**src/hw/rtl/ffc_pkg.sv**
```systemverilog
// Shared types and constants of the flat-field correction block.
package ffc_pkg;

	// Field and register widths
	localparam int DIM_CFG_W   = 12;
	localparam int BORDER_W    = 10;
	localparam int PIX_W       = 16;
	localparam int MEAN_W      = 24;
	localparam int FRAC_W      = 8;
	localparam int SUM_W       = 38;
	localparam int MUL1_W      = PIX_W + MEAN_W;
	localparam int MAX_DIM_DEF = 2048;

	// Register reset values
	localparam logic [DIM_CFG_W-1:0] WIDTH_RST  = 12'd1628;
	localparam logic [DIM_CFG_W-1:0] HEIGHT_RST = 12'd1628;
	localparam logic [BORDER_W-1:0]  BORDER_RST = 10'd100;

	// Register indexes on the configuration port
	localparam logic [1:0] REG_FRAME_WIDTH  = 2'd0;
	localparam logic [1:0] REG_FRAME_HEIGHT = 2'd1;
	localparam logic [1:0] REG_BORDER_SIZE  = 2'd2;

	// Input word modes
	localparam logic MODE_GAIN    = 1'b0;
	localparam logic MODE_CORRECT = 1'b1;

	// Saturation values
	localparam logic [PIX_W-1:0]  PIX_MAX  = '1;
	localparam logic [MEAN_W-1:0] MEAN_MAX = '1;

	typedef struct packed {
		logic [BORDER_W-1:0]  border_size;
		logic [DIM_CFG_W-1:0] frame_height;
		logic [DIM_CFG_W-1:0] frame_width;
	} cfg_t;

endpackage

```
**src/hw/rtl/flat_field_correction.sv**
```systemverilog
// Flat-field correction top level: config port, sequencer, shared divider.
//
// Input words arrive on s_axis with tuser selecting the mode. A gain word
// (mode 0) steps the raster position and adds its gain into the window sum;
// it is taken without leaving the idle state and gives no output, except
// the last word of a frame, which starts a division of sum*256 by the
// window size and emits the new 16.8 mean. A correction word (mode 1)
// gives one output word: |raw-dark| * mean divided by gain*256, clamped
// to 16 bits. A zero gain or an empty window skips the division.
// The item rate is set by the single radix-2 divider, one quotient bit per
// cycle: 40 quotient bits for a correction, 46 for a frame mean, plus the
// load, multiply, check and hand-off states. s_axis_tready is high only
// while no word is in work. The result sits in an output register, so the
// next word is taken while it waits for m_axis_tready; a new result waits
// in the sequencer until that register is free. Reset clears position,
// window sum, stored mean and output valid, and loads the register
// defaults 1628 x 1628 with a border of 100. The user is to write
// registers over the APB port only while the block is idle; the block
// itself does not enforce it.
module flat_field_correction import ffc_pkg::*; #(
	parameter int MAX_DIM = MAX_DIM_DEF
) (
	input  logic        clk,
	input  logic        arst_n,
	// configuration port
	input  logic        psel,
	input  logic        penable,
	input  logic        pwrite,
	input  logic [3:0]  paddr,
	input  logic [31:0] pwdata,
	output logic [31:0] prdata,
	output logic        pready,
	// input words
	input  logic        s_axis_tvalid,
	output logic        s_axis_tready,
	input  logic [47:0] s_axis_tdata,  // raw_pixel, dark_pixel, gain_pixel
	input  logic [0:0]  s_axis_tuser,  // mode
	// output words
	output logic        m_axis_tvalid,
	input  logic        m_axis_tready,
	output logic [39:0] m_axis_tdata,  // corrected_pixel, gain_mean_fx
	output logic [1:0]  m_axis_tuser   // zero_gain, saturated
);

	localparam int DIM_W  = $clog2(MAX_DIM + 1);
	localparam int POS_W  = $clog2(MAX_DIM);
	localparam int A_W    = (PIX_W > DIM_W) ? PIX_W : DIM_W;
	localparam int B_W    = (MEAN_W > DIM_W) ? MEAN_W : DIM_W;
	localparam int DIV_W  = (MEAN_W > 2 * DIM_W) ? MEAN_W : 2 * DIM_W;
	localparam int NUM_W  = SUM_W + FRAC_W;
	localparam int IT_W   = $clog2(NUM_W + 1);
	localparam int SHIFT1 = NUM_W - MUL1_W;

	typedef enum logic [2:0] {
		ST_IDLE,
		ST_MUL,
		ST_CHECK,
		ST_DIV,
		ST_OUT
	} state_t;

	state_t              state_q;
	cfg_t                cfg_q;
	logic [MEAN_W-1:0]   gain_mean_q;
	logic                mode_q;
	logic [PIX_W-1:0]    gain_q;
	logic [A_W-1:0]      op_a_q;
	logic [B_W-1:0]      op_b_q;
	logic [NUM_W-1:0]    num_q;
	logic [DIV_W-1:0]    den_q;
	logic [IT_W-1:0]     iters_q;
	logic                special_q;
	logic [A_W+B_W-1:0]  prod;
	logic                s_fire;
	logic                cfg_wr;
	logic                s_mode;
	logic [PIX_W-1:0]    s_raw;
	logic [PIX_W-1:0]    s_dark;
	logic [PIX_W-1:0]    s_gain;
	logic [PIX_W-1:0]    abs_diff;
	logic                frame_end;
	logic [SUM_W-1:0]    sum_total;
	logic [DIM_W-1:0]    span_w;
	logic [DIM_W-1:0]    span_h;
	logic                div_start;
	logic                div_done;
	logic [NUM_W-1:0]    quot;
	logic                out_free;
	logic                out_load;
	logic [PIX_W-1:0]    res_corr;
	logic [MEAN_W-1:0]   res_mean;
	logic                res_zg;
	logic                res_sat;

	// Unpack the input word
	assign s_mode   = s_axis_tuser[0];
	assign s_raw    = s_axis_tdata[15:0];
	assign s_dark   = s_axis_tdata[31:16];
	assign s_gain   = s_axis_tdata[47:32];
	assign abs_diff = (s_raw >= s_dark) ? s_raw - s_dark : s_dark - s_raw;

	assign s_axis_tready = (state_q == ST_IDLE);
	assign s_fire        = s_axis_tvalid && s_axis_tready;
	assign out_free      = !m_axis_tvalid || m_axis_tready;
	assign out_load      = (state_q == ST_OUT) && out_free;

	// Configuration registers
	assign pready = 1'b1;
	assign cfg_wr = psel && penable && pwrite && pready;

	always_ff @(posedge clk or negedge arst_n) begin
		if (!arst_n) begin
			cfg_q.frame_width  <= WIDTH_RST;
			cfg_q.frame_height <= HEIGHT_RST;
			cfg_q.border_size  <= BORDER_RST;
		end else if (cfg_wr) begin
			unique case (paddr[3:2])
				REG_FRAME_WIDTH:  cfg_q.frame_width  <= pwdata[DIM_CFG_W-1:0];
				REG_FRAME_HEIGHT: cfg_q.frame_height <= pwdata[DIM_CFG_W-1:0];
				REG_BORDER_SIZE:  cfg_q.border_size  <= pwdata[BORDER_W-1:0];
				default: ;
			endcase
		end
	end

	always_comb begin
		unique case (paddr[3:2])
			REG_FRAME_WIDTH:  prdata = 32'(cfg_q.frame_width);
			REG_FRAME_HEIGHT: prdata = 32'(cfg_q.frame_height);
			REG_BORDER_SIZE:  prdata = 32'(cfg_q.border_size);
			default:          prdata = '0;
		endcase
	end

	// Raster tracking and window sum
	ffc_frame #(
		.MAX_DIM (MAX_DIM),
		.DIM_W   (DIM_W),
		.POS_W   (POS_W)
	) u_frame (
		.clk       (clk),
		.arst_n    (arst_n),
		.cfg       (cfg_q),
		.step      (s_fire && (s_mode == MODE_GAIN)),
		.gain      (s_gain),
		.frame_end (frame_end),
		.sum_total (sum_total),
		.span_w    (span_w),
		.span_h    (span_h)
	);

	// Shared multiplier: window size in mode 0, |raw-dark| * mean in mode 1
	assign prod = op_a_q * op_b_q;

	// Shared divider
	assign div_start = (state_q == ST_CHECK) && !special_q;

	ffc_div #(
		.NUM_W (NUM_W),
		.DEN_W (DIV_W),
		.IT_W  (IT_W)
	) u_div (
		.clk    (clk),
		.arst_n (arst_n),
		.start  (div_start),
		.numer  (num_q),
		.denom  (den_q),
		.iters  (iters_q),
		.done   (div_done),
		.quot   (quot)
	);

	// Load operands at accept, then products and special cases
	always_ff @(posedge clk) begin
		if (s_fire) begin
			mode_q <= s_mode;
			gain_q <= s_gain;
			if (s_mode == MODE_GAIN) begin
				op_a_q <= A_W'(span_w);
				op_b_q <= B_W'(span_h);
				num_q  <= {sum_total, {FRAC_W{1'b0}}};
			end else begin
				op_a_q <= A_W'(abs_diff);
				op_b_q <= B_W'(gain_mean_q);
			end
		end
		if (state_q == ST_MUL) begin
			if (mode_q == MODE_GAIN) begin
				den_q     <= DIV_W'(prod);
				iters_q   <= IT_W'(NUM_W);
				special_q <= (prod == '0);
			end else begin
				num_q     <= {prod[MUL1_W-1:0], {SHIFT1{1'b0}}};
				den_q     <= DIV_W'({gain_q, {FRAC_W{1'b0}}});
				iters_q   <= IT_W'(MUL1_W);
				special_q <= (gain_q == '0);
			end
		end
	end

	// Clamp the quotient into the result fields
	always_comb begin
		if (mode_q == MODE_GAIN) begin
			res_corr = '0;
			res_sat  = 1'b0;
			res_zg   = special_q;
			if (special_q)
				res_mean = '0;
			else if (quot[NUM_W-1:MEAN_W] != '0)
				res_mean = MEAN_MAX;
			else
				res_mean = quot[MEAN_W-1:0];
		end else begin
			res_mean = gain_mean_q;
			res_zg   = special_q;
			if (special_q) begin
				res_corr = PIX_MAX;
				res_sat  = 1'b0;
			end else if (quot[NUM_W-1:PIX_W] != '0) begin
				res_corr = PIX_MAX;
				res_sat  = 1'b1;
			end else begin
				res_corr = quot[PIX_W-1:0];
				res_sat  = 1'b0;
			end
		end
	end

	// Sequencer, stored mean and output register
	always_ff @(posedge clk or negedge arst_n) begin
		if (!arst_n) begin
			state_q       <= ST_IDLE;
			gain_mean_q   <= '0;
			m_axis_tvalid <= 1'b0;
			m_axis_tdata  <= '0;
			m_axis_tuser  <= '0;
		end else begin
			// Load a new word or drop valid once the receiver takes it
			if (out_load) begin
				m_axis_tvalid <= 1'b1;
				m_axis_tdata  <= {res_mean, res_corr};
				m_axis_tuser  <= {res_sat, res_zg};
			end else if (m_axis_tready) begin
				m_axis_tvalid <= 1'b0;
			end
			unique case (state_q)
				ST_IDLE: begin
					if (s_fire && (s_mode == MODE_CORRECT || frame_end))
						state_q <= ST_MUL;
				end
				ST_MUL: begin
					state_q <= ST_CHECK;
				end
				ST_CHECK: begin
					state_q <= special_q ? ST_OUT : ST_DIV;
				end
				ST_DIV: begin
					if (div_done)
						state_q <= ST_OUT;
				end
				ST_OUT: begin
					if (out_free) begin
						if (mode_q == MODE_GAIN)
							gain_mean_q <= res_mean;
						state_q <= ST_IDLE;
					end
				end
				default: state_q <= ST_IDLE;
			endcase
		end
	end

	// A new output word only comes from the hand-off state
	assert property (@(posedge clk) disable iff (!arst_n)
		$rose(m_axis_tvalid) |-> $past(state_q == ST_OUT))
		else $error("output word raised outside hand-off");

	// The divider finishes only while the sequencer waits for it
	assert property (@(posedge clk) disable iff (!arst_n)
		div_done |-> (state_q == ST_DIV))
		else $error("divider done outside divide state");

	// The stored mean changes only when a frame mean is handed off
	assert property (@(posedge clk) disable iff (!arst_n)
		!$stable(gain_mean_q) |-> $past(state_q == ST_OUT && mode_q == MODE_GAIN))
		else $error("gain mean changed outside frame end");

endmodule

```
**src/hw/rtl/ffc_div.sv**
```systemverilog
// Radix-2 restoring divider, one quotient bit per cycle.
module ffc_div import ffc_pkg::*; #(
	parameter int NUM_W = 46,
	parameter int DEN_W = 24,
	parameter int IT_W  = 6
) (
	input  logic             clk,
	input  logic             arst_n,
	input  logic             start,
	input  logic [NUM_W-1:0] numer,
	input  logic [DEN_W-1:0] denom,
	input  logic [IT_W-1:0]  iters,
	output logic             done,
	output logic [NUM_W-1:0] quot
);

	logic [NUM_W-1:0] quo_q;
	logic [DEN_W-1:0] rem_q;
	logic [DEN_W-1:0] den_q;
	logic [IT_W-1:0]  cnt_q;
	logic             done_q;
	logic [DEN_W:0]   rem_sh;
	logic [DEN_W+1:0] trial;
	logic             fits;

	// Shift in the next numerator bit and try one subtraction
	always_comb begin
		rem_sh = {rem_q, quo_q[NUM_W-1]};
		trial  = {1'b0, rem_sh} - {2'b00, den_q};
		fits   = ~trial[DEN_W+1];
	end

	// Count iterations and flag the last one
	always_ff @(posedge clk or negedge arst_n) begin
		if (!arst_n) begin
			cnt_q  <= '0;
			done_q <= 1'b0;
		end else begin
			done_q <= 1'b0;
			if (start) begin
				cnt_q <= iters;
			end else if (cnt_q != '0) begin
				cnt_q  <= cnt_q - 1'b1;
				done_q <= (cnt_q == IT_W'(1));
			end
		end
	end

	// Hold operands, remainder and the quotient shift register
	always_ff @(posedge clk) begin
		if (start) begin
			quo_q <= numer;
			rem_q <= '0;
			den_q <= denom;
		end else if (cnt_q != '0) begin
			quo_q <= {quo_q[NUM_W-2:0], fits};
			rem_q <= fits ? trial[DEN_W-1:0] : rem_sh[DEN_W-1:0];
		end
	end

	assign done = done_q;
	assign quot = quo_q;

endmodule

```
**src/hw/rtl/ffc_frame.sv**
```systemverilog
// Raster position tracker and window sum for gain-map frames.
module ffc_frame import ffc_pkg::*; #(
	parameter int MAX_DIM = MAX_DIM_DEF,
	parameter int DIM_W   = $clog2(MAX_DIM + 1),
	parameter int POS_W   = $clog2(MAX_DIM)
) (
	input  logic             clk,
	input  logic             arst_n,
	input  cfg_t             cfg,
	input  logic             step,
	input  logic [PIX_W-1:0] gain,
	output logic             frame_end,
	output logic [SUM_W-1:0] sum_total,
	output logic [DIM_W-1:0] span_w,
	output logic [DIM_W-1:0] span_h
);

	localparam int EW = ((DIM_W > BORDER_W + 1) ? DIM_W : BORDER_W + 1) + 1;

	logic [POS_W-1:0] col_q;
	logic [POS_W-1:0] row_q;
	logic [SUM_W-1:0] sum_q;
	logic [EW-1:0]    w_e;
	logic [EW-1:0]    h_e;
	logic [EW-1:0]    b_e;
	logic [EW-1:0]    two_b;
	logic [EW-1:0]    col_e;
	logic [EW-1:0]    row_e;
	logic             in_window;
	logic             row_end;
	logic             last_row;

	// Clamp dimensions to 1..MAX_DIM
	always_comb begin
		if (cfg.frame_width == '0)
			w_e = EW'(1);
		else if (EW'(cfg.frame_width) > EW'(MAX_DIM))
			w_e = EW'(MAX_DIM);
		else
			w_e = EW'(cfg.frame_width);
		if (cfg.frame_height == '0)
			h_e = EW'(1);
		else if (EW'(cfg.frame_height) > EW'(MAX_DIM))
			h_e = EW'(MAX_DIM);
		else
			h_e = EW'(cfg.frame_height);
	end

	// Window test, row and frame end, next sum
	always_comb begin
		b_e       = EW'(cfg.border_size);
		two_b     = EW'({cfg.border_size, 1'b0});
		col_e     = EW'(col_q);
		row_e     = EW'(row_q);
		in_window = (col_e >= b_e) && ((col_e + b_e) < w_e) &&
		            (row_e >= b_e) && ((row_e + b_e) < h_e);
		row_end   = col_e >= (w_e - 1'b1);
		last_row  = row_e >= (h_e - 1'b1);
		frame_end = step && row_end && last_row;
		sum_total = sum_q + (in_window ? SUM_W'(gain) : '0);
		span_w    = (two_b >= w_e) ? '0 : DIM_W'(w_e - two_b);
		span_h    = (two_b >= h_e) ? '0 : DIM_W'(h_e - two_b);
	end

	// Advance position and accumulate on each gain word
	always_ff @(posedge clk or negedge arst_n) begin
		if (!arst_n) begin
			col_q <= '0;
			row_q <= '0;
			sum_q <= '0;
		end else if (step) begin
			if (row_end) begin
				col_q <= '0;
				row_q <= last_row ? '0 : POS_W'(row_e + 1'b1);
			end else begin
				col_q <= POS_W'(col_e + 1'b1);
			end
			sum_q <= frame_end ? '0 : sum_total;
		end
	end

endmodule
```
**config.mk**
```make
export PLATFORM = sky130hd
export DESIGN_NAME = flat_field_correction
export DESIGN_NICKNAME = d
export VERILOG_FILES = /design/src/hw/rtl/ffc_pkg.sv /design/src/hw/rtl/flat_field_correction.sv /design/src/hw/rtl/ffc_div.sv /design/src/hw/rtl/ffc_frame.sv
export SDC_FILE = /design/constraint.sdc
export NUM_CORES = 2
export LEC_CHECK = 0
export ABC_AREA = 1
export BUFFER_PORTS_ARGS = -buffer_cell sky130_fd_sc_hd__buf_4
export CORE_MARGIN = 2
export CORE_UTILIZATION = 36
export DETAILED_ROUTE_END_ITERATION = 16
export PLACE_DENSITY = 0.53
export SETUP_SLACK_MARGIN = 0.02
export SLEW_MARGIN = 0
export SYNTH_ARGS = -nofsm -noshare
export SYNTH_HDL_FRONTEND = slang
export SYNTH_SLANG_ARGS = --single-unit
export TNS_END_PERCENT = 10
```
**constraint.sdc**
```tcl
create_clock -name clk -period 7.2 [get_ports clk]
set_clock_uncertainty 0.05 [all_clocks]
set_input_delay 0.72 -clock clk [delete_from_list [all_inputs] [get_ports clk]]
set_output_delay 0.72 -clock clk [all_outputs]
set_load 0.01 [all_outputs]
```
==> impl_metrics.toml <==
[cells_and_area]
layout-drive-gt1-share_pct = 7.29
syn_to_final_growth_pct = 10.6
n_fill_cell = 11100
fin_nets = 5831
fin_area_mm2 = 0.0423

[synthesis]
postSynthAreaPerCell_um2 = 7.58
seq_area_frac_synth_pct = 26.9
yosysTopAreaCellShare_pct = 16.4
synth.distinct_cells = 69
synth_ff_type = "dfrtp_1"
synth_most_common_cell = "nand2_1"
syn_inst = 5046
yosysTopAreaCell = "fa_1"
async_flop_share_pct = 43.4
netlist_area_mm2 = 0.0383
synth_common_cells = "1324 x nand2_1, 1069 x inv_1, 314 x fa_1, 295 x o21ai_0, 293 x ha_1"
ys.warnings.count = 0
ys_ff_latch = 394
synth_area_leaders = "fa_1 16%, nand2_1 13%, edfxtp_1 12%"
synth_edf_count = 153

[cts]
clock_latency_ps = 630
clkSinkCount = 394
clk_path_buf_depth = 3
cts_tree = "done"
htreeDepth = 2
root_buffer = "clkbuf_16"
path_clk_slew_ps = 60
cts_buffers = 48
cts_hold_buf = 0

[grt]
grt_pass1_wl_mm = 182
grt_max_degree = 102
antenna_found_initial = 3
grtUsageMet1_pct = 30.2
track_usage_pct = 21.2
met3_usage_pct = 2.33
grt-busiest-layer = "met2"
grt_pass1_vias = 32000
use_met2_pct = 35.4
gr-total-overflow = 0

[routing]
firstDrtPassIters = 11
initialDrtViolationCount = 2325
ant_nets = 0
via_per_inst = 4.89
wl_per_cell_um = 17.4
wirelength_mm = 114
drc = 8
vias = 32100

[sta]
rsz0062_at_grt = "yes"
hold_violations = 0
finalSetupViolCount = 0
tns_ps = 0
maxSlewHeadroom_pct = 24.5
drv_slew = 0
post-route-min-period_ps = 6750
tightest_slew_ps = 1130
fmax_mhz = 148
period_share_pct = 93.7

[place]
placed_area_mm2 = 0.0407
place_congestion = 0.918
port_buffers = 125
hpwl_mm = 90.5

[setup_path]
timing.rr.start = "op_a_q[11]$_DFFE_PP_"
slowest_delay_ps = 810
cp.required_ps = 7640
r2r_slack_ps = 450
path_max_fanout = 14
startpoint_type = "flop"
critPathArrivalTime_ps = 7190
cp-end-kind = "flop"
setup.worst_path.start = "op_a_q[11]$_DFFE_PP_"
cp_slowest_cell = "edfxtp_1"
criticalPathCategory = "flop to flop"

[die]
dieArea_mm2 = 0.109
core_mm2 = 0.105
ioPinCount = 169
rows = 119
dieHeight_um = 330
start_util_pct = 36.3
die_w_um = 330

[status]
violations = "DRC"
status = "finished with violations"

[min_path]
worstHoldPathType = "input port to async pin"

[flow_run]
cap_violations = 0
[layout by cell type (no fill, tap or decap), types with 20 or more instances in the layout]
cell and count:
xor2_1 64, dfxtp_1 70, nor3_2 20, o21ai_0 295
edfxtp_1 153, clkbuf_16 50, nor2_1 248, nand3_1 161
inv_1 1068, a21oi_1 226, xnor2_1 24, nor3_1 82
fa_1 314, dfrtp_1 156, nand2_1 1322, conb_1 21
nand4_1 43, o211ai_1 37, o22ai_1 32, buf_4 203
ha_1 293
[flip-flops by register name (all words and copies together) (netlist names), 11 cells and up]
register       count
op_a_q            16
u_frame.sum_q     38
gain_q            16
num_q             46
u_div.rem_q       24
den_q             24
gain_mean_q       24
op_b_q            24
u_frame.col_q     11
u_div.den_q       24
m_axis_tdata      40
u_div.quot        46
u_frame.row_q     11
cfg_q             34
[per-layer routing]
metal | vias to the layer above | wire length [um]
li1 | 15900 | -
met1 | 15400 | 54400
met2 | 671 | 53000
met3 | 93 | 5150
met4 | 2 | 1400
met5 | - | 11
[worst max-delay path, delay by kind of cell, from the launching register on]
kind | cells | cell delay, ps
fa+ha+maj | 7 | 3400
buf+inv | 6 | 680
flops | 1 | 810
simple gates | 13 | 1710
[per-stage QoR]
| stage | setup slack (ps) | instances | hold WS [ps] | utilization, % |
|---|---|---|---|---|
| floorplan | 1310 | 5065 | 350 | - |
| global placement | 429 | 6461 | 354 | 38.6 |
| detailed placement | 421 | 6461 | 355 | 38.6 |
| CTS | 387 | 6551 | 186 | 40.1 |
| global route | 4.40 | 6563 | 209 | 40.2 |
| finish | 450 | 6564 | 132 | 40.2 |
[cells by family after synthesis]
group           Yosys count  share of synthesized area (%)
compound gates          725                           10.7
xor+xnor                 88                           2.01
fa+ha+maj               607                           26.0
buf+inv                1272                           13.0
flops                   394                           26.9
other cells               2                         0.0196
simple gates           1958                           21.3
[final timing paths]
kind | to | cells after the start
min in group clk | gain_q[9]$_DFFE_PP_ | 1
hold reg to reg | u_div.den_q[16]$_DFFE_PP_ | 0
setup reg to reg | res_zg$_DFFE_PP_ | 26
hold / removal | u_frame.sum_q[11]$_DFFE_PN0P_ | 1
setup / recovery | res_zg$_DFFE_PP_ | 26
max in group asynchronous | cfg_q[7]$_DFFE_PN0P_ | 2
[repair_timing]
action | CTS | global route
endpoints found under the setup margin | 0 | 25
endpoints found under the hold margin | 0 | 0
resized for setup | 0 | 3
setup buffers | 0 | 12
[area by class of cell]
cell class / instances / area, um2 / area share (%)
antenna: 1 / 2.50 / 0.00591
tap: 1391 / 1740 / 4.11
clock buffer: 67 / 1350 / 3.18
sequential: 394 / 10300 / 24.3
inverter: 1084 / 4070 / 9.62
timing repair buffer: 205 / 1560 / 3.68
multi-input combinational: 3399 / 23100 / 54.6
clock inverter: 23 / 213 / 0.502
Power is left out: the tool's default activity adds up to more than one toggle a clock period on the data nets, which glitch-free logic cannot reach.
